### config.mk
export PLATFORM = sky130hd
export DESIGN_NAME = sorted_priority_queue_top_flat
export DESIGN_NICKNAME = d
export VERILOG_FILES = /design/src/design/spq_pkg.sv /design/src/design/spq_req_if.sv /design/src/design/spq_rsp_if.sv /design/src/design/sorted_priority_queue_top.sv /design/src/design/spq_cell.sv /design/src/flat_wrapper.sv
export VERILOG_INCLUDE_DIRS = /design/src /design/src/design
export SDC_FILE = /design/constraint.sdc
export NUM_CORES = 2
export LEC_CHECK = 0
export BUFFER_PORTS_ARGS = -buffer_cell sky130_fd_sc_hd__buf_2
export CORE_AREA = 5 5 329 299
export DETAILED_ROUTE_END_ITERATION = 16
export DIE_AREA = 0 0 334 304
export MAX_ROUTING_LAYER = met4
export PLACE_DENSITY = 0.68
export SYNTH_ARGS = -nofsm -noshare
export SYNTH_HDL_FRONTEND = slang
export SYNTH_SLANG_ARGS = --single-unit
### constraint.sdc
create_clock -name clk -period 3.8 [get_ports clk]
set_input_delay 0.19 -clock clk [delete_from_list [all_inputs] [get_ports clk]]
set_output_delay 0.19 -clock clk [all_outputs]
set_load 0.005 [all_outputs]
### src/design/assert_macros.svh
// assertion helpers for the sorted priority queue
`ifndef ASSERT_MACROS_SVH
`define ASSERT_MACROS_SVH
`ifndef SYNTH
// property must hold at every clock edge outside reset
`define SPQ_ASSERT(label, clk, rst_n, prop) \
    label: assert property (@(posedge clk) disable iff (!rst_n) (prop)) \
        else $error("spq assertion failed");
// trigger implies consequence in the following cycle
`define SPQ_ASSERT_NEXT(label, clk, rst_n, trig, cons) \
    label: assert property (@(posedge clk) disable iff (!rst_n) (trig) |=> (cons)) \
        else $error("spq assertion failed");
`else
`define SPQ_ASSERT(label, clk, rst_n, prop)
`define SPQ_ASSERT_NEXT(label, clk, rst_n, trig, cons)
`endif
`endif

### src/design/spq_pkg.sv
`timescale 1ns / 1ps
package spq_pkg;

    localparam int VALUE_W  = 32;
    localparam int INDEX_W  = 4;
    localparam int COUNT_W  = 5;
    localparam int REQ_W    = 2;
    localparam int STATUS_W = 2;
    // positions reachable by a read request
    localparam int READ_SPAN = 1 << INDEX_W;

    typedef enum logic [REQ_W-1:0] {
        REQ_INSERT  = 2'd0,
        REQ_EXTRACT = 2'd1,
        REQ_READ    = 2'd2
    } req_t;

    typedef enum logic [STATUS_W-1:0] {
        ST_OK    = 2'd0,
        ST_FULL  = 2'd1,
        ST_EMPTY = 2'd2,
        ST_INDEX = 2'd3
    } status_t;

    // broadcast to every cell of the row
    typedef struct packed {
        logic                      insert;
        logic                      extract;
        logic                      read;
        logic signed [VALUE_W-1:0] new_value;
    } cell_ctrl_t;

endpackage

### src/design/spq_req_if.sv
`timescale 1ns / 1ps
interface spq_req_if
    import spq_pkg::*;
();
    logic                      valid;
    logic                      ready;
    logic [REQ_W-1:0]          req_type;
    logic signed [VALUE_W-1:0] new_value;
    logic [INDEX_W-1:0]        read_index;

    modport source (output valid, output req_type, output new_value, output read_index,
                    input ready);
    modport sink   (input valid, input req_type, input new_value, input read_index,
                    output ready);
endinterface

### src/design/spq_rsp_if.sv
`timescale 1ns / 1ps
interface spq_rsp_if
    import spq_pkg::*;
();
    logic                      valid;
    logic                      ready;
    logic signed [VALUE_W-1:0] out_value;
    logic [COUNT_W-1:0]        entry_count;
    logic [STATUS_W-1:0]       status;

    modport source (output valid, output out_value, output entry_count, output status,
                    input ready);
    modport sink   (input valid, input out_value, input entry_count, input status,
                    output ready);
endinterface

### src/design/sorted_priority_queue_top.sv
`timescale 1ns / 1ps
// a request's response is valid in the cycle after the request transfers
// throughput: one request per cycle while the response side keeps taking results,
//   set by the cell row and the output register both updating on each transfer
// reset: count and every occupancy bit clear at once; stored values are left as is
//   and need no clearing pass since unoccupied cells are never read
`include "assert_macros.svh"
module sorted_priority_queue_top
    import spq_pkg::*;
#(
    parameter int DEPTH = 16
)
(
    input  logic        clk,
    input  logic        rst_n,
    spq_req_if.sink     req,
    spq_rsp_if.source   rsp
);

    // count register wide enough to hold DEPTH itself
    localparam int CNT_W = $clog2(DEPTH + 1);
    localparam int CMP_W = (CNT_W > INDEX_W) ? CNT_W + 1 : INDEX_W + 1;

    logic [CNT_W-1:0] count_reg;
    logic [CNT_W-1:0] count_next;

    logic                      rsp_valid_reg;
    logic signed [VALUE_W-1:0] out_value_reg;
    logic [COUNT_W-1:0]        entry_count_reg;
    logic [STATUS_W-1:0]       status_reg;

    logic                      accept;
    logic                      full;
    logic                      empty;
    logic                      index_ok;
    logic [STATUS_W-1:0]       status_next;
    logic [VALUE_W-1:0]        result_value;
    cell_ctrl_t                ctrl;

    logic                      lt_w    [DEPTH];
    logic                      occ_w   [DEPTH];
    logic signed [VALUE_W-1:0] value_w [DEPTH];
    logic [VALUE_W-1:0]        bus_w   [DEPTH];
    logic                      hit_w   [DEPTH];

    // a new request is taken whenever the output register is free or draining
    assign req.ready = !rsp_valid_reg || rsp.ready;
    assign accept    = req.valid && req.ready;

    assign full     = (count_reg == CNT_W'(DEPTH));
    assign empty    = (count_reg == '0);
    assign index_ok = CMP_W'(req.read_index) < CMP_W'(count_reg);

    // decode the request and broadcast it along the row
    always_comb
    begin
        ctrl.insert    = 1'b0;
        ctrl.extract   = 1'b0;
        ctrl.read      = 1'b0;
        ctrl.new_value = req.new_value;
        count_next     = count_reg;
        status_next    = ST_OK;
        unique case (req_t'(req.req_type))
            REQ_INSERT:
            begin
                if (full)
                begin
                    status_next = ST_FULL;
                end
                else
                begin
                    ctrl.insert = accept;
                    count_next  = count_reg + 1'b1;
                end
            end
            REQ_EXTRACT:
            begin
                if (empty)
                begin
                    status_next = ST_EMPTY;
                end
                else
                begin
                    ctrl.extract = accept;
                    count_next   = count_reg - 1'b1;
                end
            end
            REQ_READ:
            begin
                ctrl.read = accept;
                if (!index_ok)
                begin
                    status_next = ST_INDEX;
                end
            end
            default:
            begin
                // unused code: no change, zero value, status ok
            end
        endcase
    end

    // row of cells, ascending from cell 0; occupancy is a thermometer code
    for (genvar i = 0; i < DEPTH; i++)
    begin : g_cell
        logic                      prev_lt;
        logic                      prev_occ;
        logic signed [VALUE_W-1:0] prev_value;
        logic                      next_occ;

        if (i == 0)
        begin : g_head
            assign prev_lt    = 1'b1;
            assign prev_occ   = 1'b1;
            assign prev_value = req.new_value;
        end
        else
        begin : g_body
            assign prev_lt    = lt_w[i-1];
            assign prev_occ   = occ_w[i-1];
            assign prev_value = value_w[i-1];
        end

        if (i == DEPTH - 1)
        begin : g_tail
            assign next_occ = 1'b0;
        end
        else
        begin : g_inner
            assign next_occ = occ_w[i+1];
        end

        // only the first positions are reachable by a read index
        if (i < READ_SPAN)
        begin : g_readable
            assign hit_w[i] = (req.read_index == INDEX_W'(i));
        end
        else
        begin : g_unreadable
            assign hit_w[i] = 1'b0;
        end

        spq_cell u_cell (
            .clk        (clk),
            .rst_n      (rst_n),
            .ctrl       (ctrl),
            .read_hit   (hit_w[i]),
            .prev_lt    (prev_lt),
            .prev_occ   (prev_occ),
            .prev_value (prev_value),
            .next_occ   (next_occ),
            .lt         (lt_w[i]),
            .occ        (occ_w[i]),
            .value      (value_w[i]),
            .bus_value  (bus_w[i])
        );
    end

    // at most one cell drives the bus, the rest give zero
    always_comb
    begin
        result_value = '0;
        for (int i = 0; i < DEPTH; i++)
        begin
            result_value = result_value | bus_w[i];
        end
    end

    always_ff @(posedge clk or negedge rst_n)
    begin
        if (!rst_n)
        begin
            count_reg     <= '0;
            rsp_valid_reg <= 1'b0;
        end
        else
        begin
            if (accept)
            begin
                count_reg     <= count_next;
                rsp_valid_reg <= 1'b1;
            end
            else if (rsp.ready)
            begin
                rsp_valid_reg <= 1'b0;
            end
        end
    end

    // response payload, loaded on each request transfer
    always_ff @(posedge clk)
    begin
        if (accept)
        begin
            out_value_reg   <= $signed(result_value);
            entry_count_reg <= COUNT_W'(count_next);
            status_reg      <= status_next;
        end
    end

    assign rsp.valid       = rsp_valid_reg;
    assign rsp.out_value   = out_value_reg;
    assign rsp.entry_count = entry_count_reg;
    assign rsp.status      = status_reg;

    // occupancy bits and the count must agree
    logic [DEPTH-1:0] occ_vec;
    always_comb
    begin
        for (int i = 0; i < DEPTH; i++)
        begin
            occ_vec[i] = occ_w[i];
        end
    end

    `SPQ_ASSERT(a_count_matches_occ, clk, rst_n, $countones(occ_vec) == int'(count_reg))
    `SPQ_ASSERT(a_full_is_top_cell, clk, rst_n, full == occ_w[DEPTH-1])
    `SPQ_ASSERT_NEXT(a_insert_grows, clk, rst_n, ctrl.insert, count_reg == $past(count_reg) + 1'b1)
    `SPQ_ASSERT_NEXT(a_extract_shrinks, clk, rst_n, ctrl.extract, count_reg == $past(count_reg) - 1'b1)

endmodule

### src/design/spq_cell.sv
`timescale 1ns / 1ps
module spq_cell
    import spq_pkg::*;
(
    input  logic                      clk,
    input  logic                      rst_n,
    input  cell_ctrl_t                ctrl,
    input  logic                      read_hit,
    input  logic                      prev_lt,
    input  logic                      prev_occ,
    input  logic signed [VALUE_W-1:0] prev_value,
    input  logic                      next_occ,
    output logic                      lt,
    output logic                      occ,
    output logic signed [VALUE_W-1:0] value,
    output logic [VALUE_W-1:0]        bus_value
);

    logic                      occ_reg;
    logic                      occ_next;
    logic signed [VALUE_W-1:0] value_reg;
    logic signed [VALUE_W-1:0] value_next;
    logic                      last;
    logic                      hit;

    assign lt    = occ_reg && (value_reg < ctrl.new_value);
    assign last  = occ_reg && !next_occ;
    assign occ   = occ_reg;
    assign value = value_reg;

    // drive the shared result bus when extracted or read
    assign hit       = (ctrl.extract && last) || (ctrl.read && read_hit && occ_reg);
    assign bus_value = hit ? VALUE_W'(value_reg) : '0;

    always_comb
    begin
        occ_next   = occ_reg;
        value_next = value_reg;
        if (ctrl.insert)
        begin
            occ_next = occ_reg || prev_occ;
            if (!lt)
            begin
                // first cell not below the new value takes it, the rest shift up
                value_next = prev_lt ? ctrl.new_value : prev_value;
            end
        end
        else if (ctrl.extract && last)
        begin
            occ_next = 1'b0;
        end
    end

    always_ff @(posedge clk or negedge rst_n)
    begin
        if (!rst_n)
        begin
            occ_reg <= 1'b0;
        end
        else
        begin
            occ_reg <= occ_next;
        end
    end

    always_ff @(posedge clk)
    begin
        value_reg <= value_next;
    end

endmodule

### src/flat_wrapper.sv
// flat-port wrapper written by rule: the top's interface ports become plain ports
module sorted_priority_queue_top_flat import spq_pkg::*;
#(
    parameter int DEPTH = 16
)
  (clk, rst_n, req_valid, req_req_type, req_new_value, req_read_index, req_ready, rsp_valid, rsp_out_value, rsp_entry_count, rsp_status, rsp_ready);
  spq_req_if req_i ();
  spq_rsp_if rsp_i ();
  input  logic clk;
  input  logic rst_n;
  input wire logic [$bits(req_i.valid)-1:0] req_valid;
  input wire logic [$bits(req_i.req_type)-1:0] req_req_type;
  input wire logic [$bits(req_i.new_value)-1:0] req_new_value;
  input wire logic [$bits(req_i.read_index)-1:0] req_read_index;
  output wire logic [$bits(req_i.ready)-1:0] req_ready;
  output wire logic [$bits(rsp_i.valid)-1:0] rsp_valid;
  output wire logic [$bits(rsp_i.out_value)-1:0] rsp_out_value;
  output wire logic [$bits(rsp_i.entry_count)-1:0] rsp_entry_count;
  output wire logic [$bits(rsp_i.status)-1:0] rsp_status;
  input wire logic [$bits(rsp_i.ready)-1:0] rsp_ready;
  assign req_i.valid = req_valid;
  assign req_i.req_type = req_req_type;
  assign req_i.new_value = req_new_value;
  assign req_i.read_index = req_read_index;
  assign req_ready = req_i.ready;
  assign rsp_valid = rsp_i.valid;
  assign rsp_out_value = rsp_i.out_value;
  assign rsp_entry_count = rsp_i.entry_count;
  assign rsp_status = rsp_i.status;
  assign rsp_i.ready = rsp_ready;
  sorted_priority_queue_top #(.DEPTH(DEPTH)) u_core (.clk(clk), .rst_n(rst_n), .req(req_i), .rsp(rsp_i));
endmodule
==> summary.md <==
| Metric | Value |
|---|---|
| Crit path capture type | flop |
| Slowest cell on the critical path | nor3_1 |
| Share of cells above drive strength 1 | 0.280 |
| Synthesized area | 37400 sq um |
| Max Root-Sink Buffers | 3 |
| Internal power | roughly 13 mW |
| Hold Path Stages | 2 |
| PortBufs | 82 |
| Initial Utilization | 0.397 |
| Req. time, crit path | 4120 ps |
| Remaining Overflow, GRT | 0 |
| Tcrit/Tclk final | 1.04 |
| CTS Sinks | 573 |
| Root Driver | clkbuf_16 |
| Hold_sp | req_new_value[4] |
| RD Place Congestion | 0.999 |
| Die Width | around 330 um |
| Place WS | -530 ps |
| Clk Latency, worst-skew pair | 650 ps |
| Main synth FF type | edfxtp_1 |
| Final setup viols | 32 |
| Multi-input gate area | 19600 sq um |
| Kind of cell adding the most delay to the critical path | simple AND/OR/NAND/NOR gates |
| DR vias | 29.7k |
| Hold Path End | u_core.g_cell[0].u_cell.value[4] |
| Initial antenna violation count | 4 |
| Total die area | 102000 sq um |
| Cell Pwr Density | 414 nW/um^2 |
| Final net count | roughly 3.8k |
| GRT Overall Usage | 0.281 |
| Clk pwr share | 0.369 |
| Reg2Reg Setup Slack | -150 ps |
| First-pass GRT wire length | 205000 um |
| Hold Fails Final Rpt | 0 |
| Slowest stage delay, CP | approximately 600 ps |
| Area of the core | 94300 sq um |
| CTS tree | yes |
| Ports | 83 |
| First-pass iteration count of the detailed router | 7 |
| Fin crit period | between 3000 and 4000 ps |
| Measured slew at the worst slew-check pin | 999 ps |
| Outcome | complete, but fails checks |
| DP Cell Count | 4400 |
| Max reg flops | 512 |
| Worst Slack Setup Final | -152 ps |
| Switching power | 5.35 mW |
| Sw Share | 0.292 |
| Core Util, Final | 0.468 |
| Design Area, Final | 44100 sq um |
| Post-synthesis register bit count | 573 |
| Post-detailed-route via-to-cell ratio | 6.52 |
| Total CTS buffers | 68 |
| Syn Inst Count | 2974 |
| Most Frequent Cell on Critical Path | buf_12 |
| Pin count of the biggest net entering global routing | 48 |
| Synth Net Count | 3518 |
| Clk slew on worst S/H paths | 60 ps |
| EDFF count, synth | approximately 550 |
| Ys async rst share | 0.0384 |
| Area Overhead vs Synth | 18.0% |
| Seq pwr share | 0.430 |
| Clock Skew | between 30 and 40 ps |
| Crit path kind | flop to flop |
| Fmax | approximately 250 MHz |
| Violated checks | setup timing |
| Leakage | 17.1 nW |
| DRC Markers | 0 |
| Average routed wire per standard cell | 31.6 um |
| H-tree Lvls | 3 |
| Routed Antenna Nets | 0 |
| Worst path cell trace | ha_1 > nand4_1 > nor2_1 > o2111ai_1 > o21ai_1 > a221oi_2 > nor3_1 > o2bb2ai_4 > buf_12 > nor2_4 > buf_12 |
| R2r worst-path depth | 11 |
| Final Total Pwr | 18.3 mW |
| Slew headroom | 0.334 |
| Crit path launch type | flop |
| Max Cap Viol | 0 |
| Crit-path max FO | 19 |
| Vias in the first global route | 28.5k |
| Drt total wl | around 140000 um |
| Bufs and invs on worst path | 2 |
| Combinational power share | 0.200 |
| Storage cell area | 17100 sq um |
| Netlist cell types | 69 |
| Post-detail-place hpwl | 106000 um |
| Row count | 107 |
| Arr. time, crit path | 4280 ps |
| DR iter-0 viols | 3963 |
| Placed cell area | 41600 sq um |
| Synth Warn # | 0 |
| Die Span Y | 304 um |
| Non-filler cells, final | 4547 |
| Reg2reg end | u_core.g_cell[3].u_cell.value[17] |
| Syn_area_per_cell | 12.6 sq um |
| Critical R2R Launch | u_core.g_cell[3].u_cell.value[10] |
| Sequential area share after synthesis | 0.457 |
| Slew Limit Fails | 0 |
| # fillers | 8446 |
| Hold Crit Class | input port to flop |
| VDD IR max | 0.258 mV |
## how the worst max path moves through the flow
stage | from | end | slack, ps | cells after the start
3_5_place_dp | req_new_value[10] | u_core.g_cell[3].u_cell.value[16] | -530 | 15
4_1_cts | u_core.g_cell[0].u_cell.value[1] | u_core.g_cell[1].u_cell.value[1] | 3 | 10
6_report | u_core.g_cell[3].u_cell.value[10] | u_core.g_cell[3].u_cell.value[17] | -150 | 11
5_1_grt | u_core.g_cell[3].u_cell.value[10] | u_core.g_cell[3].u_cell.value[1] | -100 | 11
2_1_floorplan | req_new_value[23] | u_core.g_cell[2].u_cell.value[0] | 30 | 10
3_3_place_gp | req_new_value[10] | u_core.g_cell[3].u_cell.value[16] | -540 | 15
## kinds of logic (layout without fill, tap and decap cells)
family / count (synthesis) / count (layout) / synth area share
AO/OA/AOI/OAI: 766 / 766 / 0.148
flip-flops: 573 / 573 / 0.457
multiplexers: 451 / 451 / 0.136
AND/OR/NAND/NOR: 473 / 473 / 0.0644
adder cells (fa/ha/maj): 502 / 502 / 0.168
buffers and inverters: 207 / 524 / 0.0258
other: 0 / 3 / 0
XOR/XNOR: 2 / 2 / 0.000468
## Yosys cell counts, types with 42 or more instances
cell / number / area share
ha_1: 502 / 0.17
mux2_2: 432 / 0.13
o21ai_1: 42 / 0.0056
nor2_1: 74 / 0.0074
inv_1: 52 / 0.0052
a221oi_1: 136 / 0.032
a21oi_1: 143 / 0.019
nand4_1: 91 / 0.015
nand2_1: 149 / 0.015
buf_2: 48 / 0.0064
o21ai_0: 85 / 0.011
a22o_1: 128 / 0.030
clkbuf_1: 79 / 0.0079
a21o_1: 83 / 0.017
edfxtp_1: 551 / 0.44
## layer usage
| layer | up-vias | GRT usage | share of wire |
|---|---|---|---|
| li1 | 12600 | - | - |
| met1 | 14600 | 0.379 | 0.40 |
| met2 | 2027 | 0.403 | 0.43 |
| met3 | 427 | 0.0753 | 0.12 |
| met4 | 0 | 0.112 | 0.049 |
| met5 | - | - | 0 |
## metrics by stage
step	TNS [ps]	hold slack, ps
final	-3930	2.95
after global routing	-2190	5.87
after CTS	0	0.338
after detailed placement	-40550	201
after global placement	-34740	194
after floorplan	0	-106
## cell type report
class,instances,share of cell area
Antenna cell,3,0.000170
Timing Repair Buffer,351,0.0773
Tap cell,1253,0.0355
Sequential cell,573,0.388
Inverter,54,0.00460
Clock inverter,33,0.00837
Clock buffer,86,0.0418
Multi-Input combinational cell,2194,0.445
## timing repair
action	in CTS	in global routing
hold buffers	21	0
setup endpoints to repair	129	187
resized for setup	2	7
buffers inserted	1	3
cloned	0	0
pin swaps	1	1
endpoints found under the hold margin	43	0
## cells in the final DEF (no fill, tap or decap), types with 7 or more instances in the layout
cell type        n
o21bai_1         7
a211oi_1        23
a221oi_1       134
o21ai_0         85
nand2b_1        19
mux2_2         432
and2_2          18
bufinv_16        7
a21o_1          82
inv_1           52
clkinv_2         9
nor2_1          63
nand3_1         31
a22o_1         128
buf_12          74
o2111ai_1       11
buf_2           82
dfrtp_1         22
nand4_1         91
nor3_1          35
o211ai_1        10
a2111oi_0       21
nand2_1        147
nor2_4          11
clkbuf_16       70
clkinv_1        11
mux2_1          18
buf_4          174
a21oi_1        140
ha_1           502
edfxtp_1       551
clkbuf_1        13
dlygate4sd3_1   21
nor2b_1         13
o21a_1          10
o21ai_1         41
o22ai_1         26
## power by group through the flow
stage          clock, mW  sequential (mW)  combinational [mW]
2_1_floorplan          0             7.77                2.07
5_1_grt             7.05             7.88                3.90
6_report            6.75             7.86                3.66
3_3_place_gp           0             7.97                3.46
3_5_place_dp           0             7.97                3.51
4_1_cts             6.77             7.84                3.56
Power figures use the tool's default switching activity.
